==> src/sv/assert_macros.svh <==
// ----------------------------------------------------------------------------
// Assertion macros
// Clocked property checks on clk, disabled while rst_n is low. Synthesis
// builds see empty bodies.
// ----------------------------------------------------------------------------
`ifndef ASSERT_MACROS_SVH
`define ASSERT_MACROS_SVH

`ifndef SYNTHESIS
`define ASSERT_CLK(lbl, prop, msg) \
  lbl: assert property (@(posedge clk) disable iff (!rst_n) (prop)) else $error(msg);
`define ASSERT_IMPL(lbl, ante, cons, msg) \
  lbl: assert property (@(posedge clk) disable iff (!rst_n) (ante) |=> (cons)) \
    else $error(msg);
`else
`define ASSERT_CLK(lbl, prop, msg)
`define ASSERT_IMPL(lbl, ante, cons, msg)
`endif

`endif

==> src/sv/rrcp_pkg.sv <==
// ----------------------------------------------------------------------------
// rrcp_pkg
// Shared types and constants of the ring reserve/commit pointer manager.
// ----------------------------------------------------------------------------
package rrcp_pkg;

  // Ring size in bytes. It must be a power of two: offsets wrap by
  // truncation to OFF_W bits.
  localparam int RING_BYTES = 4096;
  localparam int OFF_W      = (RING_BYTES > 2) ? $clog2(RING_BYTES) : 1;

  // Width of the length, offset and span fields on the ports.
  localparam int FIELD_W = 12;

  // Compare width that holds both an offset and a field without loss.
  localparam int WIDE_W = ((OFF_W > FIELD_W) ? OFF_W : FIELD_W) + 1;

  typedef logic [OFF_W-1:0]   off_t;
  typedef logic [FIELD_W-1:0] field_t;
  typedef logic [WIDE_W-1:0]  wide_t;

  // Operation codes carried in tuser.
  typedef enum logic [1:0] {
    KIND_ACQUIRE = 2'd0,
    KIND_RELEASE = 2'd1,
    KIND_CONSUME = 2'd2,
    KIND_UNUSED  = 2'd3
  } kind_t;

  // Command from the controller to the datapath.
  typedef struct packed {
    logic exec;
  } rrcp_cmd_t;

  // Low field bits of a ring offset, zero extended for small rings.
  function automatic field_t off_to_field(off_t value);
    wide_t wide;
    wide = WIDE_W'(value);
    return wide[FIELD_W-1:0];
  endfunction

endpackage

==> src/sv/rrcp_ctrl.sv <==
// ----------------------------------------------------------------------------
// rrcp_ctrl
// Handshake controller: tracks whether the result register holds a beat and
// tells the datapath when to execute an accepted operation.
// ----------------------------------------------------------------------------
module rrcp_ctrl (
  input  logic              clk,
  input  logic              rst_n,
  input  logic              in_tvalid,
  output logic              in_tready,
  output logic              out_tvalid,
  input  logic              out_tready,
  output rrcp_pkg::rrcp_cmd_t cmd
);
  import rrcp_pkg::*;

  typedef enum logic [1:0] {
    ST_EMPTY = 2'b01,
    ST_FULL  = 2'b10
  } state_t;

  state_t state_r;
  state_t state_nxt;
  logic   exec;

  // A new beat is taken when the result register is free or being drained.
  assign in_tready  = (state_r == ST_EMPTY) || out_tready;
  assign out_tvalid = (state_r == ST_FULL);
  assign exec       = in_tvalid && in_tready;
  assign cmd.exec   = exec;

  // Next state of the result register occupancy.
  always_comb begin
    state_nxt = state_r;
    unique case (state_r)
      ST_EMPTY: begin
        if (exec) state_nxt = ST_FULL;
      end
      ST_FULL: begin
        if (exec) begin
          state_nxt = ST_FULL;
        end else if (out_tready) begin
          state_nxt = ST_EMPTY;
        end
      end
      default: state_nxt = ST_EMPTY;
    endcase
  end

  // State register.
  always_ff @(posedge clk) begin
    if (!rst_n) begin
      state_r <= ST_EMPTY;
    end else begin
      state_r <= state_nxt;
    end
  end

endmodule

==> src/sv/rrcp_datapath.sv <==
// ----------------------------------------------------------------------------
// rrcp_datapath
// Read head, reserve tail and commit tail registers, the acquire, release and
// consume checks, and the registered result beat.
// ----------------------------------------------------------------------------
`include "assert_macros.svh"

module rrcp_datapath (
  input  logic                clk,
  input  logic                rst_n,
  input  rrcp_pkg::rrcp_cmd_t cmd,
  input  rrcp_pkg::kind_t     in_kind,
  input  rrcp_pkg::field_t    in_length,
  input  rrcp_pkg::field_t    in_start_offset,
  output logic                out_ok,
  output rrcp_pkg::field_t    out_grant_offset,
  output rrcp_pkg::field_t    out_span_length
);
  import rrcp_pkg::*;

  off_t   read_head_r,    read_head_nxt;
  off_t   reserve_tail_r, reserve_tail_nxt;
  off_t   commit_tail_r,  commit_tail_nxt;
  logic   ok_r,           ok_nxt;
  field_t grant_r,        grant_nxt;
  field_t span_r,         span_nxt;

  off_t   used;
  off_t   avail;
  off_t   span_off;
  logic   len_nonzero;
  logic   fits;
  logic   start_match;

  // Occupancy checks; offsets wrap by truncation.
  assign used        = reserve_tail_r - read_head_r;
  assign avail       = ~used;
  assign span_off    = commit_tail_r - read_head_r;
  assign len_nonzero = (in_length != '0);
  assign fits        = WIDE_W'(in_length) <= WIDE_W'(avail);
  assign start_match = WIDE_W'(in_start_offset) == WIDE_W'(commit_tail_r);

  // Operation decode and pointer updates.
  always_comb begin
    read_head_nxt    = read_head_r;
    reserve_tail_nxt = reserve_tail_r;
    commit_tail_nxt  = commit_tail_r;
    ok_nxt           = 1'b0;
    grant_nxt        = '0;
    span_nxt         = '0;
    unique case (in_kind)
      KIND_ACQUIRE: begin
        if (len_nonzero && fits) begin
          ok_nxt           = 1'b1;
          grant_nxt        = off_to_field(reserve_tail_r);
          reserve_tail_nxt = reserve_tail_r + OFF_W'(in_length);
        end
      end
      KIND_RELEASE: begin
        if (len_nonzero && start_match) begin
          ok_nxt          = 1'b1;
          commit_tail_nxt = commit_tail_r + OFF_W'(in_length);
        end
      end
      KIND_CONSUME: begin
        if (read_head_r != commit_tail_r) begin
          ok_nxt        = 1'b1;
          grant_nxt     = off_to_field(read_head_r);
          span_nxt      = off_to_field(span_off);
          read_head_nxt = commit_tail_r;
        end
      end
      default: begin
        ok_nxt = 1'b0;
      end
    endcase
  end

  // Pointer registers, updated only for an accepted beat.
  always_ff @(posedge clk) begin
    if (!rst_n) begin
      read_head_r    <= '0;
      reserve_tail_r <= '0;
      commit_tail_r  <= '0;
    end else if (cmd.exec) begin
      read_head_r    <= read_head_nxt;
      reserve_tail_r <= reserve_tail_nxt;
      commit_tail_r  <= commit_tail_nxt;
    end
  end

  // Result register; its valid flag lives in the controller.
  always_ff @(posedge clk) begin
    if (cmd.exec) begin
      ok_r    <= ok_nxt;
      grant_r <= grant_nxt;
      span_r  <= span_nxt;
    end
  end

  assign out_ok           = ok_r;
  assign out_grant_offset = grant_r;
  assign out_span_length  = span_r;

  // Pointers move only when a beat is executed.
  `ASSERT_IMPL(a_ptr_hold, !cmd.exec,
    $stable(read_head_r) && $stable(reserve_tail_r) && $stable(commit_tail_r),
    "ring pointers changed without an accepted beat")

  // After any consume the ring is drained up to the commit tail.
  `ASSERT_IMPL(a_consume_drains, cmd.exec && in_kind == KIND_CONSUME,
    read_head_r == commit_tail_r, "consume left committed bytes behind")

  // A zero length acquire or release is always refused.
  `ASSERT_IMPL(a_zero_len_refused,
    cmd.exec && !len_nonzero && (in_kind == KIND_ACQUIRE || in_kind == KIND_RELEASE),
    !ok_r, "zero length operation was granted")

endmodule

==> src/sv/ring_reserve_commit_pointers.sv <==
// Result: the result beat is registered and shows on the output in the cycle
// after its operation beat is accepted.
// Throughput: one operation per cycle unless out_tready stalls; a beat is
// taken in the same cycle the held result leaves the single result register.
// Reset: rst_n low clears read head, reserve tail and commit tail to zero and
// empties the result register.
// ----------------------------------------------------------------------------
// ring_reserve_commit_pointers
// Pointer manager for a multi-producer, single-consumer byte ring with
// acquire, release-commit and consume operations.
// ----------------------------------------------------------------------------
module ring_reserve_commit_pointers (
  input  logic        clk,
  input  logic        rst_n,
  input  logic        in_tvalid,
  output logic        in_tready,
  input  logic [23:0] in_tdata,   // [11:0] length, [23:12] start_offset
  input  logic [1:0]  in_tuser,   // [1:0] kind
  output logic        out_tvalid,
  input  logic        out_tready,
  output logic [23:0] out_tdata,  // [11:0] grant_offset, [23:12] span_length
  output logic        out_tuser   // [0] ok
);
  import rrcp_pkg::*;

  rrcp_cmd_t cmd;
  kind_t     kind;
  field_t    grant_offset;
  field_t    span_length;

  assign kind = kind_t'(in_tuser);

  rrcp_ctrl u_ctrl (
    .clk        (clk),
    .rst_n      (rst_n),
    .in_tvalid  (in_tvalid),
    .in_tready  (in_tready),
    .out_tvalid (out_tvalid),
    .out_tready (out_tready),
    .cmd        (cmd)
  );

  rrcp_datapath u_datapath (
    .clk              (clk),
    .rst_n            (rst_n),
    .cmd              (cmd),
    .in_kind          (kind),
    .in_length        (in_tdata[FIELD_W-1:0]),
    .in_start_offset  (in_tdata[2*FIELD_W-1:FIELD_W]),
    .out_ok           (out_tuser),
    .out_grant_offset (grant_offset),
    .out_span_length  (span_length)
  );

  // Result beat packing.
  assign out_tdata = {span_length, grant_offset};

endmodule

==> config.mk <==
export PLATFORM = sky130hd
export DESIGN_NAME = ring_reserve_commit_pointers
export DESIGN_NICKNAME = d
export VERILOG_FILES = /design/src/sv/rrcp_pkg.sv /design/src/sv/rrcp_ctrl.sv /design/src/sv/rrcp_datapath.sv /design/src/sv/ring_reserve_commit_pointers.sv
export VERILOG_INCLUDE_DIRS = /design/src /design/src/sv
export SDC_FILE = /design/constraint.sdc
export NUM_CORES = 1
export LEC_CHECK = 0
export ABC_AREA = 1
export BUFFER_PORTS_ARGS = -buffer_cell sky130_fd_sc_hd__buf_4
export CAP_MARGIN = 20
export CORE_ASPECT_RATIO = 0.75
export CORE_MARGIN = 5
export CORE_UTILIZATION = 65
export DETAILED_ROUTE_END_ITERATION = 7
export PLACE_DENSITY = 0.91
export SYNTH_ARGS = -nofsm -noshare
export SYNTH_HDL_FRONTEND = slang
export SYNTH_SLANG_ARGS = --single-unit
==> constraint.sdc <==
create_clock -name clk -period 5.44 [get_ports clk]
set_clock_uncertainty 0.2 [all_clocks]
set_input_delay 0.816 -clock clk [delete_from_list [all_inputs] [get_ports clk]]
set_output_delay 0.816 -clock clk [all_outputs]
set_load 0.01 [all_outputs]
======== Word level (Yosys, flattened, before mapping) ========
Index checks and enable logic that the tools add are counted.
word-level totals
  flip-flop bits (word level) ............. 63
  output and inout port bits .............. 27
  word-level logic and storage cells ...... 43
cells by class
  order comparisons ....................... 1
  add/sub/neg operators ................... 4
  bitwise logic cells ..................... 1
  eq/ne operators ......................... 8
  reduce and logical (&&, ||, !) cells .... 11
  mux-type cells .......................... 11
operator list
  cell                  number
  $add A12 B12 Y12      2
  $mux W12              2
  $pmux W12 S2          1
  $sub A12 B12 Y12      2
  $eq A12 B12 Y1        1
  $le A12 B12 Y1        1
  $ne A12 B12 Y1        1
  $not A12 Y12          1
  $reduce_bool A12 Y1   1
  $reduce_and A3 Y1     3
  $mux W2               3
  $eq A2 B1 Y1 const B  2
  $eq A2 B2 Y1 const B  2
  $pmux W2 S2           1
  $reduce_and A2 Y1     2
  $logic_and A1 B1 Y1   3
  $mux W1               3
  $ne A3 B1 Y1 const B  1
  $pmux W1 S3           1
  $logic_not A2 Y1      1
  $ne A2 B2 Y1 const B  1
  $logic_or A1 B1 Y1    1

======== Depth between registers and ports, before layout ========
Gate-level depths: netlist of the first run.
  word-level depth ........................ 6
  mapped depth ............................ 22

======== Hierarchy ========
Synthesis of the first run repeated with hierarchy kept, for this count alone.
unflattened totals
  cell total of the unflattened synthesis .. 763
  area total of the unflattened synthesis .. 5,400.2 µm²
modules (own cells, without submodules)
  module         area each (µm²)  seq. area each (µm²)  instances  cells an instance
  rrcp_datapath  5,246.3          1,471.4               1          741
  rrcp_ctrl      153.9            40.0                  1          22

======== Worst setup path after synthesis of the first run ========
OpenSTA, ideal clock, no wires.
  kind .................................... reg-to-reg
  start point ............................. register u_datapath.reserve_tail_r[0]
  end point ............................... register u_datapath.ok_r (netlist: u_datapath.out_ok) (data pin)
  data arrival time ....................... 2.635 ns
  setup slack ............................. 2.339 ns
  setup time .............................. 0.267 ns
  clock period less this slack ............ 3.101 ns
  path buffers ............................ 1
  required time ........................... 4.973 ns
  stages on the path, launching flop included .. 21
  cells stage by stage .................... dfxtp_1 > inv_1 > ha_1 > fa_1 > nor3_1 > nor2_1 > nor2_1 > nor2_1 > xor2_1 > inv_1 > ha_1 > nand2_1 > inv_1 > nand2_2 > nor2_2 > nand2_1 > nand3_1 > nand2_4 > nand3_2 > buf_4 > o211ai_1
on the way
  word-level cells in the longest chain between the ends .. 6
RTL lines
  item                    line                 RTL
  from (decl)             rrcp_datapath.sv:22  off_t reserve_tail_r, reserve_tail_nxt;
  from (signal assigned)  rrcp_datapath.sv:87  reserve_tail_r <= reserve_tail_nxt;
  $sub A12 B12 Y12        rrcp_datapath.sv:36  assign used = reserve_tail_r - read_head_r;
  $not A12 Y12            rrcp_datapath.sv:37  assign avail = ~used;
  $le A12 B12 Y1          rrcp_datapath.sv:40  assign fits = WIDE_W'(in_length) <= WIDE_W'(avail);
  $logic_and A1 B1 Y1     rrcp_datapath.sv:53  if (len_nonzero && fits) begin
  $mux W1                 rrcp_datapath.sv:53
  $pmux W1 S3             rrcp_datapath.sv:51  unique case (in_kind)
  via u_datapath.ok_nxt   rrcp_datapath.sv:24  logic ok_r, ok_nxt;
  to (signal assigned)    rrcp_datapath.sv:95  ok_r <= ok_nxt;
  to (decl)               rrcp_datapath.sv:24
The timed path passes the listed nets, and every way through them passes these cells.
A chain may end at the register's enable or synchronous reset.

======== Worst setup path after layout of the first run ========
  start point ............................. register u_datapath.read_head_r[4]
  end point ............................... register u_datapath.grant_r[8] (netlist: u_datapath.out_grant_offset[8]) (data pin)
on the way
  word-level cells in the longest chain between the ends .. 6
  elaborated cells on any way between the ends .. 8
RTL lines
  item                         line                 RTL
  from (decl)                  rrcp_datapath.sv:21  off_t read_head_r, read_head_nxt;
  from (signal assigned)       rrcp_datapath.sv:86  read_head_r <= read_head_nxt;
  $sub A12 B12 Y12             rrcp_datapath.sv:36
  $not A12 Y12                 rrcp_datapath.sv:37
  $le A12 B12 Y1               rrcp_datapath.sv:40
  $logic_and A1 B1 Y1          rrcp_datapath.sv:53
  $mux W12                     rrcp_datapath.sv:53
  $pmux W12 S2 *               rrcp_datapath.sv:51
  via u_datapath.grant_nxt[8]  rrcp_datapath.sv:25  field_t grant_r, grant_nxt;
  to (signal assigned)         rrcp_datapath.sv:96  grant_r <= grant_nxt;
  to (decl)                    rrcp_datapath.sv:25
Mark *: on every way through the listed nets, which the timed path passes. The rest lies on a longest branch.

==> results of run 1 <==
==> cell families (layout without fill, tap and decap cells) <==
family          Yosys count  count (layout)  share of synthesized area, %
fa+ha+maj                62              62                         14.87
simple gates            408             408                         32.56
flops                    63              63                         27.89
compound gates          101             101                         10.27
buf+inv                 144             203                         11.01
xor+xnor                 21              21                         3.394
==> critical path: cells and delay by family (launching register included) <==
kind | cells | cell delay, ns
AOI/OAI and AO/OA | 5 | 1.01
buffers and inverters | 2 | 0.14
adders and majority gates | 2 | 0.65
and+or+nand+nor | 8 | 0.96
DFF | 1 | 0.35
==> cell usage after synthesis, drive strengths merged <==
master,instances
nand2,246
inv,129
nor2,88
ha,58
a21oi,54
dfxtp,38
nand3,33
edfxtp,25
o21ai,21
nand4,19
buf,12
xnor2,12
o22ai,10
nand3b,9
xor2,9
or2,7
a31oi,6
nor3,5
fa,4
o2111ai,3
clkbuf,2
o211ai,2
o21bai,2
a211oi,1
a21o,1
a221o,1
and3,1
clkinv,1
==> cell usage in the layout, fill, tap and decap left out, types with 12 or more instances in the layout <==
cell	Yosys	routed
inv_1	125	125
edfxtp_1	25	25
nand3_1	30	30
nand2_1	239	239
ha_1	58	58
buf_4	4	57
xnor2_1	12	12
a21oi_1	54	54
nor2_1	83	83
nand4_1	17	17
dfxtp_1	38	38
o21ai_0	21	21
==> sequential cells by signal, indices dropped and copies added, names as in the netlist <==
register	flops
u_datapath.read_head_r	12
u_datapath.commit_tail_r	12
u_datapath.out_grant_offset	12
u_ctrl.state_r	2
u_datapath.out_ok	1
u_datapath.out_span_length	12
u_datapath.reserve_tail_r	12
==> power by group <==
group          switching [W]  internal (W)  leakage [nW]
Clock               0.000199      0.000317         0.116
Combinational       0.000620      0.000378          2.43
Sequential         0.0000490      0.000559         0.559
==> cell type report <==
cell class              instances  area [sq um]
multi-input cells             592          3311
well taps                     105         131.4
repair buffers                 57         427.9
clock buffers                  11         141.4
flip-flops and latches         63          1511
clock inverters                 5         105.1
inverters                     130         488.0
fillers                       610          1907
==> worst paths after layout <==
| check | startpoint | endpoint | slack, ns | cells after the start |
|---|---|---|---|---|
| setup / recovery | u_datapath.read_head_r[4] | u_datapath.out_grant_offset[8] | 1.97 | 17 |
| hold / removal | u_datapath.read_head_r[5] | u_datapath.read_head_r[5] | 0.27 | 2 |
| setup reg to reg | u_datapath.read_head_r[4] | u_datapath.out_grant_offset[8] | 1.97 | 17 |
| hold reg to reg | u_datapath.read_head_r[5] | u_datapath.read_head_r[5] | 0.27 | 2 |
==> stage by stage <==
step	worst slack, ns	instances	instance area [sq um]	total power, W
4_1_cts	2.027	963	6116	0.002099
6_report	1.975	963	6116	0.002122
3_5_place_dp	2.081	947	5869	0.001586
3_3_place_gp	2.162	947	5869	0.001550
2_1_floorplan	2.339	799	5419	0.001321
5_1_grt	1.625	963	6116	0.002255
==> routing by layer <==
layer	GRT usage (%)	vias up
li1	-	2680
met4	8.316	0
met1	42.22	2535
met2	51.10	373
met3	8.931	45
met5	0	-
==> impl_metrics.json, run 1 <==
{
  "finalCritPeriodShare_pct": 63.70,
  "synth_area_sq_mm": 0.005419,
  "syn-num-nets": 891,
  "ir_drop_mv": 0.1983,
  "track_usage_pct": 31.67,
  "wl_met3_microns": 2200,
  "tightest_slew_ns": 0.5744,
  "drtPass1Iterations": 6,
  "postSynthAreaPerCell_sq_um": 6.782,
  "drt_iter0_markers": 663,
  "top_layer": "met4",
  "synthCells": 799,
  "fin_setup_tns_ns": 0,
  "yosysSeqAreaShare_pct": 27.89,
  "drive_gt1_share_pct": 11.66,
  "rsz0062_at_grt": "false",
  "cp-end-kind": "flip-flop",
  "yosys-top-cells-area": "nand2_1 (17%), dfxtp_1 (14%), edfxtp_1 (14%), ha_1 (13%), inv_1 (8.7%)",
  "cts_tree": "done",
  "rows": 28,
  "timing.hold.ws_ns": 0.2680,
  "maxCapViolCount": 0,
  "syn_to_final_growth_pct": 12.86,
  "yosysTopAreaCell": "nand2_1",
  "cp.arrival_ns": 3.44,
  "start_kind": "flip-flop",
  "clock-root-buffer": "clkbuf_8",
  "drc_errors": 0,
  "fmax_ghz": 0.2886,
  "finalSetupViolCount": 0,
  "h-tree-depth": 3,
  "wl_met2_microns": 6783,
  "grt_pass1_vias": 5041,
  "ctsHoldBuffers": 0,
  "slowest_stage": "dfxtp_1",
  "insertion_delay_ns": 0.35,
  "ys_warn_count": 0,
  "hpwl_microns": 12330,
  "post-route-util_pct": 76.23,
  "gp_congestion": 0.9677,
  "slew_headroom_pct": 61.47,
  "run_status": "finished clean",
  "diodes": 0,
  "p_leak_nw": 3.102,
  "p_per_area_mw_per_mm2": 346.9,
  "worstHoldPathType": "flip-flop to flip-flop",
  "die-width_microns": 115.4,
  "cpPeakStageDelay_ns": 0.35,
  "hold_viol_final": 0,
  "path_class": "flip-flop to flip-flop",
  "design.core.area_sq_mm": 0.008023,
  "drtAntennaViolNets": 0,
  "grt_pass1_wl_microns": 25030,
  "numPortBuffers": 56,
  "grt_max_degree": 41,
  "synth-seq-cells": 63,
  "antenna_found_initial": 0,
  "initial_core_util_pct": 67.55,
  "worstPathMaxFanout": 13,
  "die_h_microns": 89.08,
  "crit_chain": "inv_1 > ha_1 > a21oi_1 > o21ai_0 > a31oi_1 > nor2_1 > o21ai_0 > nand2_1 > ha_1 > nand2_1 > inv_1 > nand2_2 > nor2_2 > nand4_2 > nand2_4 > nand3_2 > o22ai_1",
  "vias_per_cell": 5.849,
  "synth_top_area_share_pct": 16.56,
  "required_ns": 5.41,
  "ys_types": 40,
  "vias": 5633,
  "m1WireLength_microns": 6532,
  "routedWlPerCell_microns": 16.50,
  "ios": 57,
  "dieArea_sq_mm": 0.01028,
  "fin_crit_ns": 3.465,
  "cts_resized": 0,
  "cts_num_sinks": 63,
  "drv_slew": 0,
  "path_clk_slew_ns": 0.08,
  "post_cts_buffers": 0,
  "drt_wl_total_microns": 15890,
  "cts_made_buffers": 9,
  "nets": 945,
  "clockBufferDepth": 2,
  "gr-total-overflow": 0
}
Note: power is estimated with default switching activity, not from simulation.
==> run 2: changes to the inputs <==
--- a/config.mk
+++ b/config.mk
@@ -11,9 +11,9 @@
 export CAP_MARGIN = 20
 export CORE_ASPECT_RATIO = 0.75
 export CORE_MARGIN = 5
-export CORE_UTILIZATION = 65
+export CORE_UTILIZATION = 60
 export DETAILED_ROUTE_END_ITERATION = 7
-export PLACE_DENSITY = 0.91
+export PLACE_DENSITY = 0.85
 export SYNTH_ARGS = -nofsm -noshare
 export SYNTH_HDL_FRONTEND = slang
 export SYNTH_SLANG_ARGS = --single-unit
==> constraint.sdc (replaced) <==
create_clock -name clk -period 3.2 [get_ports clk]
set_clock_uncertainty 0.2 [all_clocks]
set_input_delay 0.48 -clock clk [delete_from_list [all_inputs] [get_ports clk]]
set_output_delay 0.48 -clock clk [all_outputs]
set_load 0.01 [all_outputs]
==> impl_metrics.json, run 2 (synthesized netlist as in run 1, its figures left out) <==
{
  "ff2ff_setup_slack_ns": 0.03,
  "grt_max_degree": 41,
  "start_kind": "flip-flop",
  "rsz0062_at_grt": "true",
  "ios": 57,
  "p_per_area_mw_per_mm2": 635.4,
  "nets": 980,
  "slew_headroom_pct": 48.92,
  "drtAntennaViolNets": 0,
  "drt_wl_total_microns": 17730,
  "gp_congestion": 0.9937,
  "pwr-share-clk_pct": 25.2,
  "insertion_delay_ns": 0.34,
  "track_usage_pct": 30.45,
  "internal-power_w": 0.002546,
  "die-width_microns": 119.7,
  "h-tree-depth": 3,
  "final_common_cell": "nand2_1",
  "initial_core_util_pct": 60.66,
  "grt_pass1_wl_microns": 26660,
  "p_sw_w": 0.001754,
  "fmax_ghz": 0.3158,
  "fin_crit_ns": 3.166,
  "post-route-util_pct": 75.74,
  "comb_power_share_pct": 50.9,
  "design.core.area_sq_mm": 0.008934,
  "hpwl_microns": 12860,
  "cts_num_sinks": 63,
  "vias_per_cell": 5.898,
  "dp_cells": 985,
  "p_seq_share_pct": 23.9,
  "mostFrequentLayoutCells": "nand2_1 (234), inv_1 (122), buf_4 (88), nor2_1 (80), a21oi_1 (51)",
  "drc_errors": 0,
  "run_status": "finished clean",
  "ctsHoldBuffers": 0,
  "numPortBuffers": 56,
  "required_ns": 3.06,
  "antenna_found_initial": 0,
  "worstPathMaxFanout": 7,
  "swShare_pct": 40.79,
  "finalSetupViolCount": 0,
  "drv_slew": 0,
  "grt_pass1_vias": 5395,
  "rows": 30,
  "hold_viol_final": 0,
  "clock-root-buffer": "clkbuf_16",
  "dieArea_sq_mm": 0.01105,
  "routedWlPerCell_microns": 17.64,
  "ir_drop_mv": 0.6718,
  "cp-end-kind": "flip-flop",
  "vias": 5927,
  "p_leak_nw": 3.339,
  "cts_made_buffers": 9,
  "tightest_slew_ns": 0.7643,
  "drtPass1Iterations": 8,
  "drive_gt1_share_pct": 19.60,
  "die_h_microns": 92.30,
  "drt_iter0_markers": 694,
  "instances_no_fill": 1005,
  "path_clk_slew_ns": 0.06,
  "cp.arrival_ns": 3.03,
  "maxCapViolCount": 0,
  "cts_tree": "done",
  "path_class": "flip-flop to flip-flop",
  "clockBufferDepth": 2,
  "worstHoldPathType": "flip-flop to flip-flop",
  "gr-total-overflow": 0,
  "syn_to_final_growth_pct": 24.87,
  "finalCritPeriodShare_pct": 98.94,
  "diodes": 0
}
-- run 2: cell types whose count changed in the layout (fill, tap and decap cells not counted), sizes merged --
cell    before  now
buf         57   89
bufinv       3    2
clkbuf      11    9
clkinv       1    3
inv        129  130
nand3       33   36
-- run 2: what timing repair did --
action / 4_1_cts / 5_1_grt
cloned: 2 / 1
gates resized for setup: 5 / 54
buffers inserted: 0 / 1
pin swaps: 1 / 16
endpoints found under the setup margin: 19 / 25
-- run 2: path summary, 6_finish.rpt --
kind                                                   to  depth (start not counted)                         start
worst max-delay path                    u_datapath.out_ok                         15  u_datapath.reserve_tail_r[1]
worst min-delay path            u_datapath.read_head_r[8]                          2     u_datapath.read_head_r[8]
worst max register to register          u_datapath.out_ok                         15  u_datapath.reserve_tail_r[1]
worst min register to register  u_datapath.read_head_r[8]                          2     u_datapath.read_head_r[8]
-- run 2: stage by stage --
step | instance area, sq um | hold slack, ns | setup WS [ns] | total power (W) | setup TNS [ns]
floorplan | 5419 | 0.2390 | 0.09888 | 0.002246 | 0
global placement | 6111 | 0.2492 | 0.01363 | 0.002743 | 0
detailed placement | 6111 | 0.2544 | -0.1002 | 0.002797 | -0.7972
CTS | 6474 | 0.2631 | 0.003787 | 0.003925 | 0
global route | 6766 | 0.2916 | -0.1251 | 0.004567 | -1.588
finish | 6766 | 0.2658 | 0.03383 | 0.004300 | 0
-- run 2: area by class of cell --
type	instances	area, sq um
Clock buffer	9	225.2
Clock inverter	7	96.34
Fill cell	662	2167
Inverter	130	488.0
Multi-Input combinational cell	595	3627
Sequential cell	63	1518
Tap cell	112	140.1
Timing Repair Buffer	89	671.9
-- run 2: per-layer routing --
layer  track usage [%]  vias up  routed length [microns]
met5                 0        -                        0
met4             10.68        0                      468
met3             8.425       54                     2259
met2             47.18      384                     7877
met1             40.97     2729                     7125
li1                  -     2760                        -
-- run 2: critical path, stage by stage (launching register included) --
cell and delay (ns):
dfxtp_1 0.40, inv_1 0.12, fa_2 0.41, nor3_2 0.14
nor2_2 0.06, buf_4 0.13, buf_4 0.12, xnor2_1 0.14
ha_1 0.30, nand4_1 0.15, nor2_4 0.18, nand2_2 0.08
nand3_4 0.08, nand2_8 0.10, nand3_4 0.14, o211ai_1 0.14
-- run 2: power groups by stage --
| stage | sequential, W | combinational [W] | clock (W) |
|---|---|---|---|
| final | 0.00103 | 0.00219 | 0.00108 |
| after global routing | 0.00104 | 0.00242 | 0.00112 |
| after CTS | 0.00101 | 0.00185 | 0.00107 |
| after detailed placement | 0.00102 | 0.00177 | 0 |
| after global placement | 0.00102 | 0.00172 | 0 |
| after floorplan | 0.00104 | 0.00121 | 0 |
==> run 3: changes to the inputs <==
==> constraint.sdc (replaced) <==
create_clock -name clk -period 3.1 [get_ports clk]
set_clock_uncertainty 0.2 [all_clocks]
set_input_delay 0.465 -clock clk [delete_from_list [all_inputs] [get_ports clk]]
set_output_delay 0.465 -clock clk [all_outputs]
set_load 0.01 [all_outputs]
==> impl_metrics.json, run 3 (synthesized netlist as in run 1, its figures left out) <==
{
  "die_h_microns": 92.30,
  "mostFrequentLayoutCells": "nand2_1 (233), inv_1 (115), buf_4 (98), nor2_1 (79), a21oi_1 (50)",
  "place_ws_ns": -0.1407,
  "gp_congestion": 0.9798,
  "fin_crit_ns": 3.118,
  "routedWlPerCell_microns": 18.46,
  "worst_hold_path.endpoint": "u_datapath.reserve_tail_r[11]",
  "ff2ff_setup_slack_ns": -0.02,
  "ir_drop_mv": 0.8312,
  "initial_core_util_pct": 60.66,
  "grt_pass1_wl_microns": 27970,
  "pwr-share-clk_pct": 23.0,
  "insertion_delay_ns": 0.35,
  "gr-total-overflow": 0,
  "clockBufferDepth": 2,
  "path_clk_slew_ns": 0.07,
  "vias_per_cell": 5.935,
  "violations": "negative setup slack",
  "swShare_pct": 42.08,
  "comb_power_share_pct": 53.8,
  "slew_headroom_pct": 44.02,
  "drtPass1Iterations": 6,
  "r2r_end": "u_datapath.reserve_tail_r[3]",
  "hpwl_microns": 13130,
  "drtAntennaViolNets": 0,
  "ff2ff_path_depth": 20,
  "cp-end-kind": "flip-flop",
  "drv_slew": 0,
  "power_w": 0.004569,
  "worstPathMaxFanout": 7,
  "cp.arrival_ns": 3.16,
  "dieArea_sq_mm": 0.01105,
  "required_ns": 3.14,
  "start_kind": "flip-flop",
  "die-width_microns": 119.7,
  "cts_num_sinks": 63,
  "h-tree-depth": 3,
  "grt_pass1_vias": 5629,
  "clock-root-buffer": "clkbuf_16",
  "instances_no_fill": 1017,
  "internal-power_w": 0.002646,
  "cts_tree": "done",
  "drt_wl_total_microns": 18770,
  "drive_gt1_share_pct": 22.68,
  "finalSetupViolCount": 2,
  "nets": 991,
  "antenna_found_initial": 1,
  "dp_cells": 994,
  "ios": 57,
  "maxCapViolCount": 0,
  "r2r_start": "u_datapath.reserve_tail_r[0]",
  "track_usage_pct": 32.27,
  "tightest_slew_ns": 0.8387,
  "p_per_area_mw_per_mm2": 663.5,
  "rsz0062_at_grt": "true",
  "fillers": 632,
  "finalCritPeriodShare_pct": 100.6,
  "drc_errors": 0,
  "path_class": "flip-flop to flip-flop",
  "setup_slack_ns": -0.01753,
  "numPortBuffers": 56,
  "min_path_cells": 3,
  "syn_to_final_growth_pct": 27.08,
  "grt_max_degree": 25,
  "drt_iter0_markers": 813,
  "fin_setup_tns_ns": -0.02688,
  "fmax_ghz": 0.3208,
  "p_leak_nw": 3.394,
  "cts_made_buffers": 9,
  "worstHoldPathType": "input pin to flip-flop",
  "holdCritStartpoint": "rst_n",
  "p_seq_share_pct": 23.2,
  "vias": 6036,
  "design.core.area_sq_mm": 0.008934,
  "final_common_cell": "nand2_1",
  "hold_viol_final": 0,
  "rows": 30,
  "post-route-util_pct": 77.09,
  "p_sw_w": 0.001923,
  "run_status": "finished with violations"
}
run 3: cell count changes in the layout (fill, tap and decap cells not counted), sizes merged:
cell    previous run  this run
diode              0         1
buf               89       100
bufinv             2         1
clkinv             3         4
run 3: repair_timing:
action	in CTS	in global routing
pin swaps	7	25
gates cloned	3	0
endpoints found under the setup margin	25	25
resized for setup	17	59
hold buffers	0	0
buffers inserted	0	3
run 3: worst max-delay path by stage:
stage                                  from                               to  cells after the start
2_1_floorplan  u_datapath.reserve_tail_r[0]                u_datapath.out_ok                     20
5_1_grt           u_datapath.read_head_r[6]     u_datapath.reserve_tail_r[3]                     19
3_5_place_dp   u_datapath.reserve_tail_r[0]  u_datapath.out_grant_offset[11]                     18
3_3_place_gp   u_datapath.reserve_tail_r[0]                u_datapath.out_ok                     19
6_report       u_datapath.reserve_tail_r[0]     u_datapath.reserve_tail_r[3]                     20
4_1_cts           u_datapath.read_head_r[6]     u_datapath.reserve_tail_r[3]                     18
run 3: critical path, stage by stage, from the launching register on:
cell and delay, ns:
dfxtp_2 0.34, inv_2 0.05, ha_4 0.16, fa_2 0.35, nor3_2 0.11, nor2_1 0.07, nor2_1 0.09, nor2_1 0.05
xor2_1 0.18, inv_1 0.10, ha_4 0.27, nand2_2 0.04, inv_2 0.06, nand2_4 0.06, nor2_4 0.13, nand4_4 0.12
nand2_8 0.15, buf_6 0.14, nand4_1 0.11, nand2_1 0.16, nor2_2 0.06
run 3: layout make-up:
type / count / area (sq um) / share of cell area, %
Sequential cell: 63 / 1523 / 22.11
Timing Repair Buffer: 100 / 758.2 / 11.01
Multi-Input combinational cell: 595 / 3677 / 53.40
Tap cell: 112 / 140.1 / 2.035
Clock buffer: 9 / 225.2 / 3.270
Inverter: 130 / 488.0 / 7.086
Antenna cell: 1 / 2.502 / 0.03634
Clock inverter: 7 / 72.57 / 1.054
run 3: power by group through the flow:
stage | Combinational, W | Sequential (W) | Clock (W)
6_report | 0.00246 | 0.00106 | 0.00105
5_1_grt | 0.00269 | 0.00107 | 0.00109
4_1_cts | 0.00204 | 0.00105 | 0.00104
3_5_place_dp | 0.00187 | 0.00105 | 0
3_3_place_gp | 0.00180 | 0.00105 | 0
2_1_floorplan | 0.00125 | 0.00107 | 0
run 3: through the flow:
| stage | hold slack, ns | area [sq um] |
|---|---|---|
| 6_report | 0.2928 | 6887 |
| 5_1_grt | 0.3088 | 6884 |
| 4_1_cts | 0.2708 | 6614 |
| 3_5_place_dp | 0.2527 | 6181 |
| 3_3_place_gp | 0.2489 | 6181 |
| 2_1_floorplan | 0.2390 | 5421 |
run 3: routing by layer:
metal	routed length [microns]	up-vias	part of all wire, %	global-route usage, %
met5	0	-	0	0
met2	8325	433	44	50.70
met1	7169	2705	38	41.61
met4	856	0	4.6	11.82
met3	2422	98	13	10.56
li1	-	2800	-	-
